### src/sv/fpw_pkg.sv
// Package with shared types, codes and helpers for the four-level page walker.
package fpw_pkg;

	localparam int unsigned VA_W      = 48;
	localparam int unsigned PA_W      = 64;
	localparam int unsigned IDX_W     = 9;
	localparam int unsigned OFF4K_W   = 12;
	localparam int unsigned OFF2M_W   = 21;
	localparam int unsigned ADDEND_W  = OFF2M_W;
	localparam int unsigned QUEUE_DEPTH = 2;
	localparam int unsigned QPTR_W    = $clog2(QUEUE_DEPTH);
	localparam int unsigned QCNT_W    = $clog2(QUEUE_DEPTH + 1);

	localparam logic       ACT_TRANSLATE = 1'b0;
	localparam logic       ACT_RESPONSE  = 1'b1;
	localparam int unsigned PRESENT_BIT  = 0;
	localparam int unsigned LARGE_BIT    = 7;

	localparam logic [1:0] LVL_TOP = 2'd0;
	localparam logic [1:0] LVL_DIR = 2'd2;
	localparam logic [1:0] LVL_PT  = 2'd3;

	typedef enum logic [1:0] {
		KIND_READ   = 2'd0,
		KIND_DONE   = 2'd1,
		KIND_REJECT = 2'd2
	} kind_t;

	typedef struct packed {
		kind_t                 kind;
		logic                  mapped;
		logic [PA_W-1:0]       base;
		logic [ADDEND_W-1:0]   addend;
	} op_t;

	function automatic logic [IDX_W-1:0] level_index(input logic [VA_W-1:0] va,
		input logic [1:0] lvl);
		logic [IDX_W-1:0] idx;
		case (lvl)
			2'd0:    idx = va[47:39];
			2'd1:    idx = va[38:30];
			2'd2:    idx = va[29:21];
			default: idx = va[20:12];
		endcase
		return idx;
	endfunction

	function automatic logic [ADDEND_W-1:0] entry_offset(input logic [IDX_W-1:0] idx);
		return ADDEND_W'({idx, 3'b000});
	endfunction

endpackage

### src/sv/fpw_ifs.sv
// Request and result channel interfaces of the page walker.
interface fpw_req_if;
	logic                       valid;
	logic                       ready;
	logic                       action;
	logic [fpw_pkg::VA_W-1:0]   vaddr;
	logic [fpw_pkg::PA_W-1:0]   entry_data;

	modport source (output valid, action, vaddr, entry_data, input ready);
	modport sink   (input valid, action, vaddr, entry_data, output ready);
endinterface

interface fpw_rsp_if;
	logic                       valid;
	logic                       ready;
	logic [1:0]                 kind;
	logic [fpw_pkg::PA_W-1:0]   read_address;
	logic [fpw_pkg::PA_W-1:0]   paddr;
	logic                       mapped;

	modport source (output valid, kind, read_address, paddr, mapped, input ready);
	modport sink   (input valid, kind, read_address, paddr, mapped, output ready);
endinterface

### src/sv/fpw_front.sv
// Front end: accepts requests, tracks the walk state and classifies each request.
module fpw_front (
	input  logic                      clk,
	input  logic                      arst_n,
	input  logic                      cfg_we,
	input  logic [fpw_pkg::PA_W-1:0]  cfg_wdata,
	fpw_req_if.sink                   req,
	input  logic                      q_full,
	output logic                      q_push,
	output fpw_pkg::op_t              q_op
);

	logic [fpw_pkg::PA_W-1:0]   root_base_q;
	logic                       busy_q;
	logic [1:0]                 level_q;
	logic [fpw_pkg::VA_W-1:0]   virt_q;
	logic                       busy_d;
	logic [1:0]                 level_d;
	logic [1:0]                 level_nx;
	logic                       present;
	logic [fpw_pkg::PA_W-1:0]   base_4k;
	logic [fpw_pkg::PA_W-1:0]   base_2m;

	assign req.ready = !q_full;
	assign q_push    = req.valid && !q_full;
	assign present   = req.entry_data[fpw_pkg::PRESENT_BIT];
	assign base_4k   = {req.entry_data[fpw_pkg::PA_W-1:fpw_pkg::OFF4K_W],
		{fpw_pkg::OFF4K_W{1'b0}}};
	assign base_2m   = {req.entry_data[fpw_pkg::PA_W-1:fpw_pkg::OFF2M_W],
		{fpw_pkg::OFF2M_W{1'b0}}};
	assign level_nx  = level_q + 2'd1;

	always_comb begin
		busy_d        = busy_q;
		level_d       = level_q;
		q_op.kind     = fpw_pkg::KIND_REJECT;
		q_op.mapped   = 1'b0;
		q_op.base     = '0;
		q_op.addend   = '0;
		if (req.action == fpw_pkg::ACT_TRANSLATE) begin
			if (!busy_q) begin
				busy_d      = 1'b1;
				level_d     = fpw_pkg::LVL_TOP;
				q_op.kind   = fpw_pkg::KIND_READ;
				q_op.base   = root_base_q;
				q_op.addend = fpw_pkg::entry_offset(
					fpw_pkg::level_index(req.vaddr, fpw_pkg::LVL_TOP));
			end
		end else if (busy_q) begin
			if (!present) begin
				busy_d    = 1'b0;
				level_d   = fpw_pkg::LVL_TOP;
				q_op.kind = fpw_pkg::KIND_DONE;
			end else if (level_q == fpw_pkg::LVL_DIR && req.entry_data[fpw_pkg::LARGE_BIT]) begin
				busy_d      = 1'b0;
				level_d     = fpw_pkg::LVL_TOP;
				q_op.kind   = fpw_pkg::KIND_DONE;
				q_op.mapped = 1'b1;
				q_op.base   = base_2m;
				q_op.addend = virt_q[fpw_pkg::OFF2M_W-1:0];
			end else if (level_q == fpw_pkg::LVL_PT) begin
				busy_d      = 1'b0;
				level_d     = fpw_pkg::LVL_TOP;
				q_op.kind   = fpw_pkg::KIND_DONE;
				q_op.mapped = 1'b1;
				q_op.base   = base_4k;
				q_op.addend = fpw_pkg::ADDEND_W'(virt_q[fpw_pkg::OFF4K_W-1:0]);
			end else begin
				level_d     = level_nx;
				q_op.kind   = fpw_pkg::KIND_READ;
				q_op.base   = base_4k;
				q_op.addend = fpw_pkg::entry_offset(fpw_pkg::level_index(virt_q, level_nx));
			end
		end
	end

	always_ff @(posedge clk or negedge arst_n) begin
		if (!arst_n) begin
			root_base_q <= '0;
			busy_q      <= 1'b0;
			level_q     <= fpw_pkg::LVL_TOP;
			virt_q      <= '0;
		end else begin
			if (cfg_we) begin
				root_base_q <= cfg_wdata;
			end
			if (q_push) begin
				busy_q  <= busy_d;
				level_q <= level_d;
				if (req.action == fpw_pkg::ACT_TRANSLATE && !busy_q) begin
					virt_q <= req.vaddr;
				end
			end
		end
	end

endmodule

### src/sv/fpw_queue.sv
// Short queue of classified operations between the front and back ends.
module fpw_queue (
	input  logic          clk,
	input  logic          arst_n,
	input  logic          push,
	input  fpw_pkg::op_t  push_op,
	output logic          full,
	input  logic          pop,
	output logic          not_empty,
	output fpw_pkg::op_t  pop_op
);

	fpw_pkg::op_t                 mem_q [fpw_pkg::QUEUE_DEPTH];
	logic [fpw_pkg::QPTR_W-1:0]   wr_q;
	logic [fpw_pkg::QPTR_W-1:0]   rd_q;
	logic [fpw_pkg::QCNT_W-1:0]   cnt_q;
	logic                         do_push;
	logic                         do_pop;

	assign full      = cnt_q == fpw_pkg::QCNT_W'(fpw_pkg::QUEUE_DEPTH);
	assign not_empty = cnt_q != '0;
	assign do_push   = push && !full;
	assign do_pop    = pop && not_empty;
	assign pop_op    = mem_q[rd_q];

	always_ff @(posedge clk) begin
		if (do_push) begin
			mem_q[wr_q] <= push_op;
		end
	end

	always_ff @(posedge clk or negedge arst_n) begin
		if (!arst_n) begin
			wr_q  <= '0;
			rd_q  <= '0;
			cnt_q <= '0;
		end else begin
			if (do_push) begin
				wr_q <= (wr_q == fpw_pkg::QPTR_W'(fpw_pkg::QUEUE_DEPTH - 1)) ? '0 : wr_q + 1'b1;
			end
			if (do_pop) begin
				rd_q <= (rd_q == fpw_pkg::QPTR_W'(fpw_pkg::QUEUE_DEPTH - 1)) ? '0 : rd_q + 1'b1;
			end
			case ({do_push, do_pop})
				2'b10:   cnt_q <= cnt_q + 1'b1;
				2'b01:   cnt_q <= cnt_q - 1'b1;
				default: cnt_q <= cnt_q;
			endcase
		end
	end

endmodule

### src/sv/fpw_back.sv
// Back end: forms the read or final address and holds the result in the output register.
module fpw_back (
	input  logic          clk,
	input  logic          arst_n,
	input  logic          q_not_empty,
	input  fpw_pkg::op_t  q_op,
	output logic          q_pop,
	fpw_rsp_if.source     rsp
);

	logic                       valid_q;
	logic [1:0]                 kind_q;
	logic [fpw_pkg::PA_W-1:0]   read_addr_q;
	logic [fpw_pkg::PA_W-1:0]   phys_q;
	logic                       mapped_q;
	logic [fpw_pkg::PA_W-1:0]   sum;

	assign q_pop = q_not_empty && (!valid_q || rsp.ready);
	assign sum   = q_op.base + fpw_pkg::PA_W'(q_op.addend);

	always_ff @(posedge clk or negedge arst_n) begin
		if (!arst_n) begin
			valid_q <= 1'b0;
		end else if (q_pop) begin
			valid_q <= 1'b1;
		end else if (rsp.ready) begin
			valid_q <= 1'b0;
		end
	end

	always_ff @(posedge clk) begin
		if (q_pop) begin
			kind_q      <= q_op.kind;
			mapped_q    <= q_op.mapped;
			read_addr_q <= (q_op.kind == fpw_pkg::KIND_READ) ? sum : '0;
			phys_q      <= (q_op.kind == fpw_pkg::KIND_DONE) ? sum : '0;
		end
	end

	assign rsp.valid        = valid_q;
	assign rsp.kind         = kind_q;
	assign rsp.read_address = read_addr_q;
	assign rsp.paddr        = phys_q;
	assign rsp.mapped       = mapped_q;

endmodule

### src/sv/four_level_page_walk.sv
// Top level of the four-level page-table walker.
//
// Channel   Direction  Handshake     Payload
// req       in         valid/ready   action, vaddr, entry_data
// rsp       out        valid/ready   kind, read_address, paddr, mapped
// cfg       in         cfg_we        cfg_wdata (root table base)
//
// One request is taken per cycle while the queue is not full. Its queue entry is written when
// it is accepted; the back output register loads it once empty or while rsp.ready is high.
// While rsp is stalled the output register and the two-entry queue hold three results,
// after which req.ready drops.
// Reset clears the walk state, the root base, the queue and the output valid.
module four_level_page_walk (
	input  logic                      clk,
	input  logic                      arst_n,
	input  logic                      cfg_we,
	input  logic [fpw_pkg::PA_W-1:0]  cfg_wdata,
	fpw_req_if.sink                   req,
	fpw_rsp_if.source                 rsp
);

	logic          q_full;
	logic          q_push;
	logic          q_pop;
	logic          q_not_empty;
	fpw_pkg::op_t  push_op;
	fpw_pkg::op_t  pop_op;

	fpw_front u_front (
		.clk       (clk),
		.arst_n    (arst_n),
		.cfg_we    (cfg_we),
		.cfg_wdata (cfg_wdata),
		.req       (req),
		.q_full    (q_full),
		.q_push    (q_push),
		.q_op      (push_op)
	);

	fpw_queue u_queue (
		.clk       (clk),
		.arst_n    (arst_n),
		.push      (q_push),
		.push_op   (push_op),
		.full      (q_full),
		.pop       (q_pop),
		.not_empty (q_not_empty),
		.pop_op    (pop_op)
	);

	fpw_back u_back (
		.clk         (clk),
		.arst_n      (arst_n),
		.q_not_empty (q_not_empty),
		.q_op        (pop_op),
		.q_pop       (q_pop),
		.rsp         (rsp)
	);

endmodule
### src/flat_wrapper.sv
// flat-port wrapper written by rule: the top's interface ports become plain ports
module four_level_page_walk_flat 
  (clk, arst_n, cfg_we, cfg_wdata, req_valid, req_action, req_vaddr, req_entry_data, req_ready, rsp_valid, rsp_kind, rsp_read_address, rsp_paddr, rsp_mapped, rsp_ready);
  fpw_req_if req_i ();
  fpw_rsp_if rsp_i ();
  input  logic clk;
  input  logic arst_n;
  input  logic cfg_we;
  input  logic [fpw_pkg::PA_W-1:0] cfg_wdata;
  input wire logic [$bits(req_i.valid)-1:0] req_valid;
  input wire logic [$bits(req_i.action)-1:0] req_action;
  input wire logic [$bits(req_i.vaddr)-1:0] req_vaddr;
  input wire logic [$bits(req_i.entry_data)-1:0] req_entry_data;
  output wire logic [$bits(req_i.ready)-1:0] req_ready;
  output wire logic [$bits(rsp_i.valid)-1:0] rsp_valid;
  output wire logic [$bits(rsp_i.kind)-1:0] rsp_kind;
  output wire logic [$bits(rsp_i.read_address)-1:0] rsp_read_address;
  output wire logic [$bits(rsp_i.paddr)-1:0] rsp_paddr;
  output wire logic [$bits(rsp_i.mapped)-1:0] rsp_mapped;
  input wire logic [$bits(rsp_i.ready)-1:0] rsp_ready;
  assign req_i.valid = req_valid;
  assign req_i.action = req_action;
  assign req_i.vaddr = req_vaddr;
  assign req_i.entry_data = req_entry_data;
  assign req_ready = req_i.ready;
  assign rsp_valid = rsp_i.valid;
  assign rsp_kind = rsp_i.kind;
  assign rsp_read_address = rsp_i.read_address;
  assign rsp_paddr = rsp_i.paddr;
  assign rsp_mapped = rsp_i.mapped;
  assign rsp_i.ready = rsp_ready;
  four_level_page_walk u_core (.clk(clk), .arst_n(arst_n), .cfg_we(cfg_we), .cfg_wdata(cfg_wdata), .req(req_i), .rsp(rsp_i));
endmodule
### config.mk
export PLATFORM = sky130hd
export DESIGN_NAME = four_level_page_walk_flat
export DESIGN_NICKNAME = d
export VERILOG_FILES = /design/src/sv/fpw_pkg.sv /design/src/sv/fpw_ifs.sv /design/src/sv/fpw_front.sv /design/src/sv/fpw_queue.sv /design/src/sv/fpw_back.sv /design/src/sv/four_level_page_walk.sv /design/src/flat_wrapper.sv
export SDC_FILE = /design/constraint.sdc
export NUM_CORES = 1
export LEC_CHECK = 0
export BUFFER_PORTS_ARGS = -buffer_cell sky130_fd_sc_hd__clkbuf_2
export CORE_MARGIN = 10
export CORE_UTILIZATION = 55
export CTS_BUF_LIST = sky130_fd_sc_hd__clkbuf_8
export DETAILED_ROUTE_END_ITERATION = 10
export GPL_TIMING_DRIVEN = 1
export PLACE_DENSITY = 0.82
export SLEW_MARGIN = 20
export SYNTH_ARGS = -nofsm -noshare
export SYNTH_HDL_FRONTEND = slang
export SYNTH_HIERARCHICAL = 1
export SYNTH_SLANG_ARGS = --single-unit
### constraint.sdc
create_clock -name clk -period 13.7 [get_ports clk]
set_input_delay 1.37 -clock clk [delete_from_list [all_inputs] [get_ports clk]]
set_output_delay 1.37 -clock clk [all_outputs]
set_load 0.03 [all_outputs]
# After elaboration in Yosys (flattened, before gate mapping)
# Memory sizes are Yosys's and may differ from the RTL's.
# Cells that the tools add are included.
dict set report classes {
  add_sub_neg 6
  n_eq_ne 10
  mux 31
  bitwise 1
  reduce_logical 17
}
# operator count
set op_table {}
lappend op_table {{$mux 85} 2}
lappend op_table {{$mux 88} 1}
lappend op_table {{$mux 87} 1}
lappend op_table {{$mux 86} 1}
lappend op_table {{$add 64x21->64} 1}
lappend op_table {{$pmux 9 s3} 1}
lappend op_table {{$mux 2} 8}
lappend op_table {{$mux 1} 15}
lappend op_table {{$mux 12} 1}
lappend op_table {{$eq 2x2->1 const B} 5}
lappend op_table {{$eq 2x1->1 const B} 3}
lappend op_table {{$logic_and 1x1->1} 6}
lappend op_table {{$reduce_bool 2->1} 3}
lappend op_table {{$add 2x1->2 const B} 2}
lappend op_table {{$logic_not 2->1} 2}
lappend op_table {{$pmux 2 s2} 1}
lappend op_table {{$logic_not 1->1} 3}
lappend op_table {{$reduce_and 3->1} 1}
lappend op_table {{$add 1x1->1 const B} 2}
lappend op_table {{$ne 2x1->1 const B} 1}
lappend op_table {{$ne 2x2->1 const B} 1}
lappend op_table {{$reduce_and 2->1} 1}
lappend op_table {{$sub 2x1->2 const B} 1}
lappend op_table {{$logic_or 1x1->1} 1}
lappend op_table {{$not 1->1} 1}
dict set report word_totals {
  ff_bits 251
  mem_bits_rw 176
  in_bits 182
  output_inout_bits 133
  elab_cells 78
  memories 1
}
# name words width read_ports rd_ports_with_merged_regs write_ports line
set mem_list {}
lappend mem_list {u_core.u_queue.mem_q 2 88 1 0 1 fpw_queue.sv:13} ;# fpw_pkg::op_t mem_q [fpw_pkg::QUEUE_DEPTH];

# Depth between registers and ports, before layout
dict set report depth {
  word_depth 8
  depth_mapped 13
  depth_no_buf 10
}

# Modules after synthesis
# Netlist, hierarchy kept.
# module n_inst cells_each area_per_inst_um2
set by_module_without_submodules {}
lappend by_module_without_submodules {fpw_back 1 578 6673.9}
lappend by_module_without_submodules {fpw_queue 1 292 6581.3}
lappend by_module_without_submodules {fpw_front 1 412 5604.1}

# Worst setup path before layout
# Ideal clock, no wire load.
dict set report synth_timing {
  path_kind {in2reg}
  from {in req_valid}
  to {mem u_core/u_queue/mem_q[0][0] (netlist name) (enable)}
  setup_ps 535
  t_arrival_ps 5312
  t_required_ps 13165
  slack_ps 7853
  stages 3
  path_buffers 0
  path_cell_list {nor2b_4 > nand2_1 > nor2_1}
}
dict set report synth_via {
  elab_chain_len 4
}
# item line
set synth_lines {}
lappend synth_lines {{start: declaration} flat_wrapper.sv:10} ;# input wire logic [$bits(req_i.valid)-1:0] req_valid;
lappend synth_lines {{$logic_and 1x1->1} fpw_front.sv:25} ;# assign q_push = req.valid && !q_full;
lappend synth_lines {{$logic_and 1x1->1} fpw_queue.sv:22} ;# assign do_push = push && !full;
lappend synth_lines {{$mux 1} fpw_queue.sv:27} ;# if (do_push) begin
lappend synth_lines {{$mux 1 (not written as such)} fpw_queue.sv:28} ;# mem_q[wr_q] <= push_op;
lappend synth_lines {{end: declaration} fpw_queue.sv:13}
# Every way passes these cells.

==> run metrics <==
PostCTS Resize Cnt 0; critical path arrival 5.67 ns; Power Density 250 mW/mm²; slowest stage cell, crit path dfrtp_4; Yosys Warn Count 6; share of the synthesized area in the top cell type 48.9%; CTS root buf clkbuf_8; H-tree depth 3; Yosys reg bits around 430; PortBufs 304; Hold Fails Final Rpt 0; Synth area leaders edfxtp_1 49%, dfrtp_1 16%, mux2_2 10%; Synth Cell Area 0.0189 mm²; synthesized instance count 1282; routability congestion estimate 0.864; dominant cell by count in the synthesized netlist edfxtp_1; Antenna Violating Nets Remaining 0; Final period util 39.1%; Initial Utilization roughly 56%; Die ar. 0.0421 mm²; Post-synth EDFFs 307; final worst path period need 5.36 ns; pin count of the biggest net entering global routing 89; initial antenna violation count 1; most common library cells after synthesis 307 x edfxtp_1, 170 x mux2_2, 130 x nor2_1; Post-CTS Hold Buffers 0; CP Class register to register; Critical Path RT 14.02 ns; vias 11700; worst-path fanout max 49; placed insts a little under 2000; Reg clk slew, reported paths roughly 0.060 ns; setup bufs post-CTS 0; Netlist cell types 67; post-route DRC violation count 0; number of max-cap violations 0; die width ~210 µm; row count 67; fill count 2461; setup TNS 0 ns; syn_nets 1494; CTS tree done; Total Nets Final 1810; die span in y 205 µm; core area roughly 0.034 mm²; initial drt markers 840; clock latency at the later pin of the worst-skew pair between 0.6 and 0.7 ns; CP startpoint kind register; IO Count 315; sequence of cells on the critical path buf_4, mux2_2, ha_1, fa_1, a21o_1, a221oi_1, o41a_1, nand3_1, nand4_1, xor2_1, nor2_1; layout cells sized above 1 between 30% and 40%; status finished clean; fin cells 2095; worst slack, placed 8.35 ns; HP Class register to register; Worst Max-Slew Pin Slew roughly 0.98 ns; first-pass GRT wire length 67600 µm; TritonRoute pass-1 iters 5; CP endpoint kind register; DP HPWL 32100 µm; Max Slew Vio Count 0; P&R area growth vs syn 16.5%; Finish-stage setup viols 0; Num Clock Sinks 427; WL/cell between 20 and 25 µm; Max transition margin 34.6%; vias per cell about 5.6; Static Leakage 0.00900 µW; largest area contributor in the netlist edfxtp_1; Max Freq 0.187 GHz; GRT Overall Usage 20.9%; Post-Syn Area per Cell 14.7 µm²; FFs w/ async S/R, synth 28.1%; Final Skew 0.0283 ns; grt ovf 0; vias in the first global route 11800; RSZ-0062 raised after global routing false; post-synthesis sequential area ratio between 60% and 70%; Top FF cell, synth edfxtp_1; peak supply drop between 0.00015 and 0.0002 V; DRT Wirelength 44700 µm; Bufs on Longest Clock Path 3; Setup WS post-layout ~8.3 ns; Num CTS Buffers just under 70; CP peak stage delay 0.83 ns
[layer usage]
layer | share of wire, % | vias up | GRT usage (%)
met5 | 0 | - | 0
met2 | 44 | 458 | 30.6
met3 | 8.2 | 83 | 5.60
met4 | 2.5 | 0 | 7.43
met1 | 45 | 5660 | 29.4
li1 | - | 5456 | -
[cell usage in the layout, fill, tap and decap left out, types with 10 or more instances in the layout]
master	Yosys	routed
a21o_1	11	11
a21oi_1	24	24
a22o_1	54	54
and2_1	31	30
and3_1	22	20
buf_4	7	11
clkbuf_2	1	302
clkbuf_8	0	73
clkinv_1	0	13
dfrtp_1	120	119
edfxtp_1	307	307
ha_1	29	29
inv_1	15	34
mux2_2	170	170
mux2_4	30	30
nand2_1	26	26
nand3_1	20	20
nand4_1	29	29
nor2_1	130	129
nor2b_1	19	19
o31ai_1	10	10
xnor2_1	24	24
xor2_1	39	39
[cells by family (layout without fill, tap and decap cells)]
logic type	Yosys count	after routing	share of synthesized area, %
adders and majority gates	30	30	2.03
xor gates and xnor gates	63	63	2.93
AOI/OAI and AO/OA	169	169	7.14
muxes	200	200	12.5
DFF	427	427	64.8
buffers and inverters	85	449	2.33
and+or+nand+nor	308	308	8.23
other	0	1	0
[stage by stage]
step | util [%] | area (µm²) | hold WS (ns) | power (µW)
final | 65.2 | 22000 | 0.498 | 5500
after global routing | 65.2 | 22000 | 0.513 | 5830
after CTS | 65.2 | 22000 | 0.501 | 5540
after detailed placement | 61.3 | 20700 | 0.487 | 4490
after global placement | 61.3 | 20700 | 0.474 | 4430
after floorplan | - | 18900 | 0.456 | 3860
[flip-flops by register name (all words and copies together), names as in the netlist]
| signal | count |
|---|---|
| u_core/u_back/rsp.kind | 2 |
| u_core/u_back/rsp.paddr | 64 |
| u_core/u_queue/wr_q | 1 |
| u_core/u_front/virt_q | 48 |
| u_core/u_back/rsp.read_address | 64 |
| u_core/u_front/root_base_q | 64 |
| u_core/u_front/level_q | 2 |
| u_core/u_back/rsp.mapped | 1 |
| u_core/u_queue/rd_q | 1 |
| u_core/u_back/rsp.valid | 1 |
| u_core/u_queue/cnt_q | 2 |
| u_core/u_front/busy_q | 1 |
| u_core/u_queue/mem_q | 176 |
[worst paths after layout]
check	cells past startpoint	start	slack, ns	end
max in group asynchronous	2	arst_n	11.80	u_core/u_front/root_base_q[54]
min in group asynchronous	1	arst_n	0.80	u_core/u_front/virt_q[29]
hold / removal	1	u_core/u_front/root_base_q[2]	0.50	u_core/u_front/root_base_q[2]
setup / recovery	11	u_core/u_queue/rd_q	8.34	u_core/u_back/rsp.paddr[32]
hold reg to reg	1	u_core/u_front/root_base_q[2]	0.50	u_core/u_front/root_base_q[2]
setup reg to reg	11	u_core/u_queue/rd_q	8.34	u_core/u_back/rsp.paddr[32]
[layout make-up]
| cell class | count | area [µm²] | area share [%] |
|---|---|---|---|
| Clock buffer | 73 | 1000 | 4.57 |
| Multi-Input combinational cell | 770 | 6230 | 28.3 |
| Sequential cell | 427 | 12200 | 55.7 |
| Timing Repair Buffer | 315 | 1610 | 7.33 |
| Tap cell | 448 | 561 | 2.55 |
| Inverter | 15 | 56.3 | 0.256 |
| Clock inverter | 46 | 280 | 1.28 |
| Antenna cell | 1 | 2.50 | 0.0114 |
[report_power, final]
part           leakage, µW  switching, µW  internal, µW
combinational      0.00387           1530           782
clock             0.000727            486           549
sequential         0.00440            181          1970
total              0.00900           2200          3300
[worst max-delay path, delay by kind of cell, from the launching register on]
kind                       cells  cell delay, ns
DFF                            1            0.83
buffers and inverters          1            0.67
xor gates and xnor gates       1            0.27
and+or+nand+nor                3            1.04
AOI/OAI and AO/OA              3            1.14
adders and majority gates      2            0.66
muxes                          1            0.45
(Power assumes the default switching activity.)
